[src/rtl/core/fractional_anisotropy_macros.svh]
// Assertion macros shared by the fractional anisotropy RTL.
// Depends on nothing; included by files that carry assertions.
`ifndef FRACTIONAL_ANISOTROPY_MACROS_SVH
`define FRACTIONAL_ANISOTROPY_MACROS_SVH

// Same-cycle implication, disabled during reset.
`define FA_ASSERT_IMPL(label, clk, rst, ante, cons) \
  label: assert property (@(posedge clk) disable iff (rst) (ante) |-> (cons)) \
    else $error("fractional anisotropy check failed");

// Next-cycle implication, disabled during reset.
`define FA_ASSERT_NEXT(label, clk, rst, ante, cons) \
  label: assert property (@(posedge clk) disable iff (rst) (ante) |=> (cons)) \
    else $error("fractional anisotropy check failed");

`endif

[src/rtl/core/fa_pkg.sv]
// Shared types for the fractional anisotropy pipeline.
// Depends on nothing; used by every stage module and the top level.
`timescale 1ns / 1ps

package fa_pkg;

  // Control that travels with each item down the pipeline.
  typedef struct packed {
    logic valid;
    logic zero;
  } fa_ctl_t;

endpackage

[src/rtl/core/fa_sqrt.sv]
// Digit-by-digit square root pipeline, one result bit per stage.
// Depends on fa_pkg.
`timescale 1ns / 1ps

module fa_sqrt #(
  parameter int FRAC_BITS = 16
) (
  input  logic                  clk,
  input  logic                  rst,
  input  logic                  en,
  input  fa_pkg::fa_ctl_t       ctl_in,
  input  logic [2*FRAC_BITS:0]  val_in,
  output fa_pkg::fa_ctl_t       ctl_out,
  output logic [FRAC_BITS:0]    root_out
);

  localparam int NST = FRAC_BITS + 1;
  localparam int SW  = 2 * FRAC_BITS + 2;
  localparam int TW  = FRAC_BITS + 1;

  fa_pkg::fa_ctl_t ctl  [0:NST];
  logic [SW-1:0]   rem  [0:NST];
  logic [TW-1:0]   root [0:NST];

  assign ctl[0]  = ctl_in;
  assign rem[0]  = SW'(val_in);
  assign root[0] = '0;

  // Stage j decides result bit FRAC_BITS-(j-1); rem holds v - root^2.
  for (genvar j = 1; j <= NST; j++) begin : g_bit
    localparam int BI = FRAC_BITS - (j - 1);
    logic [SW-1:0] trial;
    logic          take;
    assign trial = (SW'(root[j-1]) << (BI + 1)) + (SW'(1) << (2 * BI));
    assign take  = rem[j-1] >= trial;
    always_ff @(posedge clk) begin
      if (rst) begin
        ctl[j] <= '0;
      end else if (en) begin
        ctl[j] <= ctl[j-1];
      end
    end
    always_ff @(posedge clk) begin
      if (en) begin
        rem[j]  <= take ? (rem[j-1] - trial) : rem[j-1];
        root[j] <= take ? (root[j-1] | (TW'(1) << BI)) : root[j-1];
      end
    end
  end

  assign ctl_out  = ctl[NST];
  assign root_out = root[NST];

endmodule

[config.mk]
export PLATFORM = sky130hd
export DESIGN_NAME = fa_sqrt
export DESIGN_NICKNAME = d
export VERILOG_FILES = /design/src/rtl/core/fractional_anisotropy_macros.svh /design/src/rtl/core/fa_pkg.sv /design/src/rtl/core/fa_sqrt.sv
export SDC_FILE = /design/constraint.sdc
export NUM_CORES = 1
export LEC_CHECK = 0
export BUFFER_PORTS_ARGS = -buffer_cell sky130_fd_sc_hd__clkbuf_2
export CAP_MARGIN = 10
export CORE_MARGIN = 2
export CORE_UTILIZATION = 45
export DETAILED_ROUTE_END_ITERATION = 6
export PLACE_DENSITY = 0.63
export SETUP_SLACK_MARGIN = 0.02
export SYNTH_ARGS = -nofsm -noshare
export SYNTH_HDL_FRONTEND = slang
export SYNTH_SLANG_ARGS = --single-unit
[constraint.sdc]
create_clock -name clk -period 4.2 [get_ports clk]
set_input_delay 0.21 -clock clk [delete_from_list [all_inputs] [get_ports clk]]
set_output_delay 0.21 -clock clk [all_outputs]
set_load 0.05 [all_outputs]
* Yosys cells after proc, flatten, opt, wreduce, memory -nomap -nowiden
Cells that the tools add are included.
Storage, ports and cells: register bits after elaboration 867, bits of input ports 38, output and inout bits 19, word-level logic and storage cells 150
Operators by class: add/sub/neg operators 32, $lt $le $gt $ge 17, muxes and demuxes 17
Operator list (count):
- $mux 34 | 15
- $add 33x31->34 const B | 1
- $ge 34x19->1 | 1
- $ge 34x20->1 | 1
- $ge 34x21->1 | 1
- $ge 34x22->1 | 1
- $ge 34x23->1 | 1
- $ge 34x24->1 | 1
- $ge 34x25->1 | 1
- $ge 34x26->1 | 1
- $ge 34x27->1 | 1
- $ge 34x28->1 | 1
- $ge 34x29->1 | 1
- $ge 34x30->1 | 1
- $ge 34x31->1 | 1
- $ge 34x32->1 | 1
- $ge 34x33->1 | 1
- $ge 34x34->1 | 1
- $sub 33x33->34 const B | 1
- $sub 34x20->34 | 1
- $sub 34x21->34 | 1
- $sub 34x22->34 | 1
- $sub 34x23->34 | 1
- $sub 34x24->34 | 1
- other kinds (28) | 28

* Longest topological paths before layout
Gate-level depths: netlist (run 1).
depth after elaboration 3, depth in mapped cells 13, gate-level depth less buffers 10

* Worst setup path after synthesis (run 1)
OpenSTA, ideal clock, no wires.
path type flip-flop to flip-flop, from register rem[165] (netlist name), to register rem[116] (netlist name), data pin, setup time 260 ps, arrival time 2562 ps, required time 3940 ps, setup slack 1377 ps, cell stages (with the launch flop) 8, path buffers 1, clock period less this slack 2823 ps, cell sequence edfxtp_1 -> or4_4 -> or4_1 -> or4_1 -> nor2_1 -> a21bo_2 -> buf_6 -> mux2_4
On the way: longest elaborated chain between the ends 2
Ends and longest elaborated chain:
- from (decl) | line fa_sqrt.sv:22 | logic [SW-1:0] rem [0:NST];
- from (signal, indexed assignment) | line fa_sqrt.sv:45 | rem[j] <= take ? (rem[j-1] - trial) : rem[j-1];
- $ge 34x22->1 | line fa_sqrt.sv:35 | assign take = rem[j-1] >= trial;
- $mux 34 | line fa_sqrt.sv:45
No other way between the ends. A chain may end at the register's enable or synchronous reset.

* Worst setup path after layout (run 1)
from register rem[192] (netlist name), to register rem[156] (netlist name), data pin
On the way: longest elaborated chain between the ends 2
Ends and longest elaborated chain (line):
- $ge 34x23->1 | fa_sqrt.sv:35
- $mux 34 | fa_sqrt.sv:45
No other way between the ends.

==> results of run 1 <==
## cell families (layout without fill, tap and decap cells)
logic type               Yosys count  after routing  synth area share [%]
AND/OR/NAND/NOR                  790            790                  11.9
flip-flops                       731            731                  62.9
AO/OA/AOI/OAI                    467            467                  8.38
buffers and inverters            253            459                  2.94
XOR/XNOR                         225            225                  5.74
adder cells (fa/ha/maj)          166            166                  6.05
multiplexers                      64             64                  1.98
other                              1              2                0.0109
## repair_timing
action | CTS | global route
resized for setup | 0 | 0
endpoints found under the hold margin | 35 | 0
hold buffers | 35 | 0
endpoints found under the setup margin | 0 | 0
## state kept, by name, summed over array words and instances, names as in the netlist
| signal | flops |
|---|---|
| rem | 544 |
| ctl_out | 2 |
| root_out | 17 |
| ctl | 32 |
| root | 136 |
## power by group through the flow
stage | combinational [mW] | sequential [mW] | clock, mW
2_1_floorplan | 2.38 | 9.61 | 0
3_3_place_gp | 3.07 | 9.86 | 0
3_5_place_dp | 3.16 | 9.88 | 0
4_1_cts | 3.20 | 9.74 | 7.22
5_1_grt | 3.59 | 9.83 | 7.51
6_report | 3.21 | 9.73 | 7.03
## worst max-delay path by stage
stage                       start            endpoint  depth (start not counted)
2_1_floorplan  rem[165]$_DFFE_PP_  rem[116]$_DFFE_PP_                          7
3_3_place_gp   rem[126]$_DFFE_PP_   rem[83]$_DFFE_PP_                          8
3_5_place_dp   rem[192]$_DFFE_PP_  rem[156]$_DFFE_PP_                          7
4_1_cts        rem[192]$_DFFE_PP_  rem[156]$_DFFE_PP_                          7
5_1_grt        rem[180]$_DFFE_PP_  rem[156]$_DFFE_PP_                          8
6_report       rem[192]$_DFFE_PP_  rem[156]$_DFFE_PP_                          7
## layout make-up
| class | count | share of cell area, % |
|---|---|---|
| repair buffers | 116 | 2.35 |
| inverters | 200 | 1.93 |
| multi-input cells | 1714 | 30.1 |
| clock inverters | 43 | 1.53 |
| well taps | 978 | 3.15 |
| clock buffers | 100 | 5.36 |
| flip-flops and latches | 731 | 55.6 |
## placed cells by master, fill, tap and decap left out, types with 34 or more instances in the layout
cell	netlist	routed
dfxtp_1	34	34
nand3_1	37	37
clkbuf_2	0	55
nand2_1	159	159
nor3_1	78	78
nand4_1	36	36
o21ai_0	130	130
a21o_1	37	37
edfxtp_1	697	697
nor4_1	85	85
xor2_1	111	111
clkbuf_16	0	80
inv_1	197	197
nor2_1	197	197
mux2i_1	44	44
xnor2_1	114	114
ha_1	166	166
dlygate4sd3_1	0	35
a21oi_1	142	142
## worst max-delay path: cells and delay by family (launching register included)
family                 cells  cell delay (ns)
flip-flops                 1             0.48
AND/OR/NAND/NOR            4             1.87
buffers and inverters      1             0.28
multiplexers               1             0.36
AO/OA/AOI/OAI              1             0.41
## per-stage QoR
stage | util, % | hold slack, ns | cell area, µm² | std cells | power (mW)
2_1_floorplan | - | 0.309 | 34300 | 2698 | 12.0
3_3_place_gp | 47.4 | 0.387 | 35900 | 3704 | 12.9
3_5_place_dp | 47.4 | 0.389 | 35900 | 3704 | 13.0
4_1_cts | 51.4 | 0.135 | 38900 | 3882 | 20.2
5_1_grt | 51.4 | 0.182 | 38900 | 3882 | 20.9
6_report | 51.4 | 0.174 | 38900 | 3882 | 20.0
## routing by layer
metal  share of wire, %  wire length, µm  up-vias  global-route usage [%]
met3                3.5             2460      129                    2.56
met5                  0                0        -                       0
met4                3.0             2110        0                    6.73
met2                 54            38100      447                    34.9
li1                   -                -    10400                       -
met1                 39            27400    10200                    19.8
==> results.py, run 1 <==
metrics = {
    "logic_synthesis": {
        "synth.most_common_cell": "edfxtp_1",
        "yosys_register_bits": 731,
        "synth_edf_count": 697,
        "synth_commonest_cells": "edfxtp_1 (697), inv_1 (197), nor2_1 (197)",
        "post_synth_num_cell_types": 79,
        "synth_top_cell_by_area": "edfxtp_1",
        "synth_area_leaders": "edfxtp_1 (61%), ha_1 (6.0%), xnor2_1 (2.9%), xor2_1 (2.8%), inv_1 (2.2%)",
        "synthCells": 2697,
        "syn_area_per_cell_um2": 12.7,
        "ys_seq_area_share_pct": 62.9,
        "yosysWarnings": 0,
        "synth_ff_type": "edfxtp_1",
        "synth.top_cell.area_share_pct": 61.0,
        "synthArstFlopShare_pct": 0,
        "synth_area_mm2": 0.0343,
    },
    "critical_path": {
        "r2r-end": "rem[156]$_DFFE_PP_",
        "ff2ff_setup_slack_ns": 0.57,
        "cp.arrival_ns": 3.99,
        "crit_chain": "or2_2 -> or3_1 -> or4_1 -> a211oi_1 -> and2_1 -> inv_2 -> mux2_4",
        "critical-path-max-stage-delay_ns": 0.61,
        "rr_worst_depth": 7,
        "crit_slowest_cell": "and2_1",
        "start_kind": "flop",
        "required_ns": 4.56,
        "cp_max_fo": 17,
        "critical_path_class": "reg -> reg",
        "r2r-start": "rem[192]$_DFFE_PP_",
        "worst_setup_path_end_kind": "flop",
    },
    "global_route": {
        "grt_usage_pct": 18.0,
        "grt_pass1_wl_um": 112000,
        "globalRouteOverflowTotal": 0,
        "grt_antenna_before_repair": 0,
        "grt_max_degree": 111,
        "grt_pass1_vias": 21600,
    },
    "pwr": {
        "p_leak_nw": 14.7,
        "clkPwrFrac_pct": 35.2,
        "netSwitchingFraction_pct": 26.9,
        "p_int_mw": 14.6,
        "vdd_drop_max_mv": 0.340,
        "p_per_area_mw_per_mm2": 513,
        "p_switching_mw": 5.37,
        "seqPwrFrac_pct": 48.7,
        "comb_power_share_pct": 16.1,
    },
    "timing": {
        "fin_crit_sh_pct": 86.4,
        "setup_viol": 0,
        "setup_ws_ns": 0.569,
        "tightestPinTransition_ns": 0.803,
        "tns_ns": 0,
        "relSlewSlack_pct": 45.1,
        "clock_skew_ns": 0.0558,
        "period_needed_ns": 3.63,
        "rsz0062_at_grt": "false",
        "max_freq_mhz": 275,
        "hold_viol_final": 0,
        "finalMaxSlewViolations": 0,
    },
    "route": {
        "routed_via_density": 5.44,
        "via_count": 21100,
        "firstDrtPassIters": 7,
        "ant_nets": 0,
        "dr.first_iter.drc_count": 1267,
        "wirelength_um": 70100,
        "drcViolationCount": 0,
        "wl_per_cell_um": 18.1,
    },
    "floorplanning": {
        "coreArea_mm2": 0.0757,
        "initial_utilization_pct": 45.4,
        "die_width_um": 280,
        "die_area_mm2": 0.0785,
        "die_y_um": 280,
        "rows": 101,
        "io_pins": 57,
    },
    "min_path": {
        "min_from": "rst",
        "hold_depth": 2,
        "min_to": "ctl[32]$_SDFFE_PP0P_",
        "hold_class": "in -> reg",
    },
    "clock_network": {
        "clkTransAtPathRegs_ns": 0.06,
        "root_buffer": "clkbuf_16",
        "cts_tree": "yes",
        "cts_setup_buffers": 0,
        "clock_sinks": 731,
        "clk-insertion-delay-late_ns": 0.65,
        "htreeDepth": 3,
        "clockBufferDepth": 3,
        "numCtsBuffers": 79,
    },
    "cells_and_area": {
        "fin_nets": 3046,
        "antenna_cells": 0,
        "area_growth_pct": 13.3,
        "fillers": 6341,
        "drive_gt1_share_pct": 8.75,
        "multi_input_area_mm2": 0.0117,
        "final-seq-area_mm2": 0.0216,
    },
    "job": {
        "maxCapViolCount": 0,
    },
    "placed_design": {
        "portBuffers": 56,
        "dp_hpwl_um": 51100,
        "dp_slack_ns": 0.627,
        "gp_congestion": 0.970,
    },
    "status": {
        "outcome": "finished, final reports clean",
    },
}
(Power assumes the default switching activity.)
==> inputs of run 2 (changes only) <==
--- a/config.mk
+++ b/config.mk
@@ -10,6 +10,7 @@
 export CORE_MARGIN = 2
 export CORE_UTILIZATION = 45
 export DETAILED_ROUTE_END_ITERATION = 6
+export HOLD_SLACK_MARGIN = 0.02
 export PLACE_DENSITY = 0.63
 export SETUP_SLACK_MARGIN = 0.02
 export SYNTH_ARGS = -nofsm -noshare
==> constraint.sdc (replaced) <==
create_clock -name clk -period 4.2 [get_ports clk]
set_input_delay 1.26 -clock clk [delete_from_list [all_inputs] [get_ports clk]]
set_output_delay 1.26 -clock clk [all_outputs]
set_load 0.05 [all_outputs]
==> results.py, run 2 (synthesis results as in run 1) <==
metrics = {
    "min_path": {
        "hold_class": "reg -> reg",
    },
    "pwr": {
        "p_leak_nw": 14.6,
        "vdd_drop_max_mv": 0.394,
        "p_per_area_mw_per_mm2": 515,
    },
    "cells_and_area": {
        "area_growth_pct": 12.4,
        "fin_nets": 3020,
        "antenna_cells": 0,
        "mostFrequentLayoutCells": "edfxtp_1 (697), inv_1 (197), nor2_1 (197), ha_1 (166), nand2_1 (159)",
        "largestRegisters": "rem x544, root x136, ctl x32",
        "regMostFlops": "rem",
        "final_area_mm2": 0.0386,
        "largest_reg_flops": 544,
        "drive_gt1_share_pct": 9.27,
        "final_common_cell": "edfxtp_1",
    },
    "floorplanning": {
        "rows": 101,
        "die_y_um": 280,
        "initial_utilization_pct": 45.4,
        "die_width_um": 280,
        "coreArea_mm2": 0.0757,
        "io_pins": 57,
        "die_area_mm2": 0.0785,
    },
    "timing": {
        "tns_ns": 0,
        "fin_crit_sh_pct": 89.9,
        "setup_viol": 0,
        "tightestPinTransition_ns": 0.793,
        "clock_skew_ns": 0.0489,
        "hold_viol_final": 0,
        "max_freq_mhz": 265,
        "finalMaxSlewViolations": 0,
        "rsz0062_at_grt": "false",
        "relSlewSlack_pct": 45.8,
        "period_needed_ns": 3.78,
    },
    "clock_network": {
        "root_buffer": "clkbuf_16",
        "numCtsBuffers": 80,
        "clock_sinks": 731,
        "htreeDepth": 3,
        "cts_tree": "yes",
        "cts-resized-gates": 0,
        "cts_setup_buffers": 0,
        "clk-insertion-delay-late_ns": 0.64,
        "clockBufferDepth": 3,
        "hold_buffers": 0,
        "clkTransAtPathRegs_ns": 0.06,
    },
    "global_route": {
        "grt_usage_pct": 17.9,
        "grt_pass1_vias": 21200,
        "grt_pass1_wl_um": 111000,
        "grt_max_degree": 132,
        "globalRouteOverflowTotal": 0,
        "grt_antenna_before_repair": 0,
    },
    "placed_design": {
        "gp_congestion": 0.960,
        "place_area_mm2": 0.0359,
        "dp_hpwl_um": 51300,
        "portBuffers": 56,
    },
    "route": {
        "ant_nets": 0,
        "routed_via_density": 5.46,
        "wl_met2_um": 37700,
        "wl_per_cell_um": 18.1,
        "dr.first_iter.drc_count": 1287,
        "via_count": 21100,
        "top_layer_used": "met4",
        "firstDrtPassIters": 5,
        "wirelength_um": 69700,
        "met3_length_um": 2180,
        "drcViolationCount": 0,
        "wl_met1_um": 27100,
    },
    "job": {
        "maxCapViolCount": 0,
    },
    "critical_path": {
        "critical_path_class": "reg -> reg",
        "worst_setup_path_end_kind": "flop",
        "required_ns": 4.56,
        "start_kind": "flop",
        "cp.arrival_ns": 4.14,
        "cp_max_fo": 35,
    },
    "status": {
        "outcome": "finished, final reports clean",
    },
}
-- run 2: power breakdown --
part	switching [mW]	internal, mW
sequential	0.646	9.09
clock	2.91	4.06
combinational	1.83	1.37
-- run 2: path summary, 6_finish.rpt --
| path | startpoint | endpoint | slack [ns] | cells past startpoint |
|---|---|---|---|---|
| setup / recovery | rem[156]$_DFFE_PP_ | rem[127]$_DFFE_PP_ | 0.42 | 8 |
| hold / removal | root[46]$_DFFE_PP_ | root[29]$_DFFE_PP_ | 0.44 | 0 |
| setup reg to reg | rem[156]$_DFFE_PP_ | rem[127]$_DFFE_PP_ | 0.42 | 8 |
| hold reg to reg | root[46]$_DFFE_PP_ | root[29]$_DFFE_PP_ | 0.44 | 0 |
-- run 2: routing by layer --
layer  track usage, %  up-vias
li1                 -    10300
met1             19.4    10100
met2             34.4      454
met3             2.63      153
met4             7.16        0
met5                0        -
-- run 2: worst max-delay path: stages (launching register included) --
cell      delay (ns)
edfxtp_1        0.43
ha_1            0.45
and3b_1         0.32
nand3_1         0.11
nor4_1          0.63
nor2_1          0.15
a21bo_2         0.74
or4bb_1         0.56
xnor2_1         0.13
-- run 2: per-stage QoR --
stage               worst slack [ns]  instances  hold slack (ns)  util [%]  power [mW]
finish                         0.423       3858            0.437      51.0        19.9
detailed placement             0.487       3712            0.431      47.5        13.1
floorplan                       1.38       2698            0.417         -        12.0
global route                   0.243       3858            0.436      51.0        20.8
CTS                            0.455       3858            0.441      51.0        20.1
global placement               0.485       3712            0.431      47.5        13.0
-- run 2: final cells by class --
cell class | instances | area (µm²)
clock inverter | 46 | 567
tap | 978 | 1220
sequential | 731 | 21600
clock buffer | 100 | 2110
multi-input combinational | 1714 | 11700
timing repair buffer | 89 | 626
inverter | 200 | 751
fill | 6325 | 37100
==> inputs of run 3 (changes only) <==
--- a/config.mk
+++ b/config.mk
@@ -11,7 +11,7 @@
 export CORE_UTILIZATION = 45
 export DETAILED_ROUTE_END_ITERATION = 6
 export HOLD_SLACK_MARGIN = 0.02
-export PLACE_DENSITY = 0.63
+export PLACE_DENSITY = 0.66
 export SETUP_SLACK_MARGIN = 0.02
 export SYNTH_ARGS = -nofsm -noshare
 export SYNTH_HDL_FRONTEND = slang
==> constraint.sdc (replaced) <==
create_clock -name clk -period 3.4 [get_ports clk]
set_input_delay 1.02 -clock clk [delete_from_list [all_inputs] [get_ports clk]]
set_output_delay 1.02 -clock clk [all_outputs]
set_load 0.05 [all_outputs]
==> results.py, run 3 (synthesis results as in run 1) <==
metrics = {
    "status": {
        "outcome": "finished, final reports clean",
    },
    "global_route": {
        "grt_pass1_wl_um": 111000,
        "grt_pass1_vias": 21700,
        "grt_max_degree": 95,
        "grt_usage_pct": 17.7,
        "grt_antenna_before_repair": 0,
        "globalRouteOverflowTotal": 0,
    },
    "clock_network": {
        "root_buffer": "clkbuf_16",
        "cts_tree": "yes",
        "clk-insertion-delay-late_ns": 0.63,
        "clock_sinks": 731,
        "clockBufferDepth": 3,
        "numCtsBuffers": 78,
        "clkTransAtPathRegs_ns": 0.06,
        "hold_buffers": 0,
        "htreeDepth": 3,
    },
    "route": {
        "drcViolationCount": 0,
        "routed_via_density": 5.46,
        "dr.first_iter.drc_count": 1226,
        "ant_nets": 0,
        "via_count": 21200,
        "wirelength_um": 69000,
        "wl_per_cell_um": 17.8,
        "firstDrtPassIters": 5,
    },
    "cells_and_area": {
        "regMostFlops": "rem",
        "largest_reg_flops": 544,
        "area_growth_pct": 13.0,
        "final_core_util_pct": 51.2,
        "final_common_cell": "edfxtp_1",
        "fin_nets": 3048,
        "mostFrequentLayoutCells": "edfxtp_1 (697), inv_1 (197), nor2_1 (197), ha_1 (166), nand2_1 (159)",
        "drive_gt1_share_pct": 9.94,
        "largestRegisters": "rem x544, root x136, ctl x32",
        "antenna_cells": 0,
    },
    "timing": {
        "tns_ns": 0,
        "fin_crit_sh_pct": 95.2,
        "period_needed_ns": 3.24,
        "max_freq_mhz": 309,
        "rsz0062_at_grt": "false",
        "hold_viol_final": 0,
        "relSlewSlack_pct": 44.0,
        "tightestPinTransition_ns": 0.830,
        "setup_viol": 0,
        "clock_skew_ns": 0.0466,
        "finalMaxSlewViolations": 0,
    },
    "placed_design": {
        "dp_hpwl_um": 51000,
        "gp_congestion": 0.952,
        "portBuffers": 56,
    },
    "critical_path": {
        "cp_num_buf_inv": 0,
        "start_kind": "flop",
        "cp.arrival_ns": 3.58,
        "cp_max_fo": 7,
        "crit_family": "compound AO/OA/AOI/OAI gates",
        "ff2ff_setup_slack_ns": 0.16,
        "crit_chain": "ha_1 -> nor2b_1 -> o31a_1 -> o21ai_0 -> a31oi_1 -> o21bai_2 -> or4_1 -> xnor2_1",
        "worst_setup_path_end_kind": "flop",
        "critical_path_class": "reg -> reg",
        "crit_slowest_cell": "o21ai_0",
        "critical-path-max-stage-delay_ns": 0.68,
        "required_ns": 3.74,
    },
    "pwr": {
        "vdd_drop_max_mv": 0.473,
        "p_per_area_mw_per_mm2": 628,
        "p_leak_nw": 14.7,
    },
    "floorplanning": {
        "rows": 101,
        "initial_utilization_pct": 45.4,
        "coreArea_mm2": 0.0757,
        "die_y_um": 280,
        "die_area_mm2": 0.0785,
        "die_width_um": 280,
        "io_pins": 57,
    },
    "min_path": {
        "hold_class": "reg -> reg",
    },
    "job": {
        "maxCapViolCount": 0,
    },
}
-- run 3: changes by cell type in the layout (fill, tap and decap cells not counted), moves of 2 or more --
cell	change
clkinv_2	-8
clkbuf_1	+5
clkbuf_2	+2
buf_12	+3
clkinvlp_4	+2
clkbuf_4	-3
buf_4	+27
clkinv_4	-2
bufinv_16	-3
clkbuf_8	+3
-- run 3: repair_timing --
action	CTS	global route
buffers inserted	0	0
gates cloned	0	0
endpoints found under the setup margin	2	6
gates resized for setup	1	3
endpoints found under the hold margin	0	0
-- run 3: per-layer routing --
layer  global-route usage [%]  vias up  share of wire (%)
met5                        0        -                  0
met4                     7.83        0                4.3
met3                     2.61      166                3.2
met2                     34.2      450                 54
met1                     18.8    10200                 39
li1                         -    10300                  -
-- run 3: per-stage QoR --
step	total power, mW	hold WS, ns	setup slack, ns	instance area (µm²)	std cells
2_1_floorplan	14.8	0.417	0.577	34300	2698
3_3_place_gp	16.0	0.431	-0.130	36200	3742
3_5_place_dp	16.2	0.431	-0.129	36200	3742
4_1_cts	24.6	0.435	0.0482	38800	3884
5_1_grt	25.5	0.455	0.0254	38800	3884
6_report	24.4	0.439	0.163	38800	3884
-- run 3: worst register-to-register path, delay by kind of cell, from the launching register on --
family	cells	cell delay [ns]
compound gates	4	1.41
simple gates	2	0.62
flops	1	0.40
fa+ha+maj	1	0.39
xor+xnor	1	0.15
-- run 3: layout make-up --
cell class              instances  area [µm²]
fillers                      6328       36900
flip-flops and latches        731       21600
multi-input cells            1714       11700
clock buffers                 107        2160
well taps                     978        1220
repair buffers                119         888
inverters                     200         751
clock inverters                35         419
-- run 3: path summary, 6_finish.rpt --
| check | from | endpoint | cells after the start |
|---|---|---|---|
| setup / recovery | rem[108]$_DFFE_PP_ | rem[98]$_DFFE_PP_ | 8 |
| setup reg to reg | rem[108]$_DFFE_PP_ | rem[98]$_DFFE_PP_ | 8 |
| hold / removal | root[54]$_SDFFCE_PP1P_ | root[37]$_DFFE_PP_ | 0 |
| hold reg to reg | root[54]$_SDFFCE_PP1P_ | root[37]$_DFFE_PP_ | 0 |
-- run 3: power by group --
part	total [mW]	internal (mW)	switching (mW)
combinational	4.05	1.74	2.31
clock	8.32	4.82	3.50
sequential	12.0	11.2	0.766
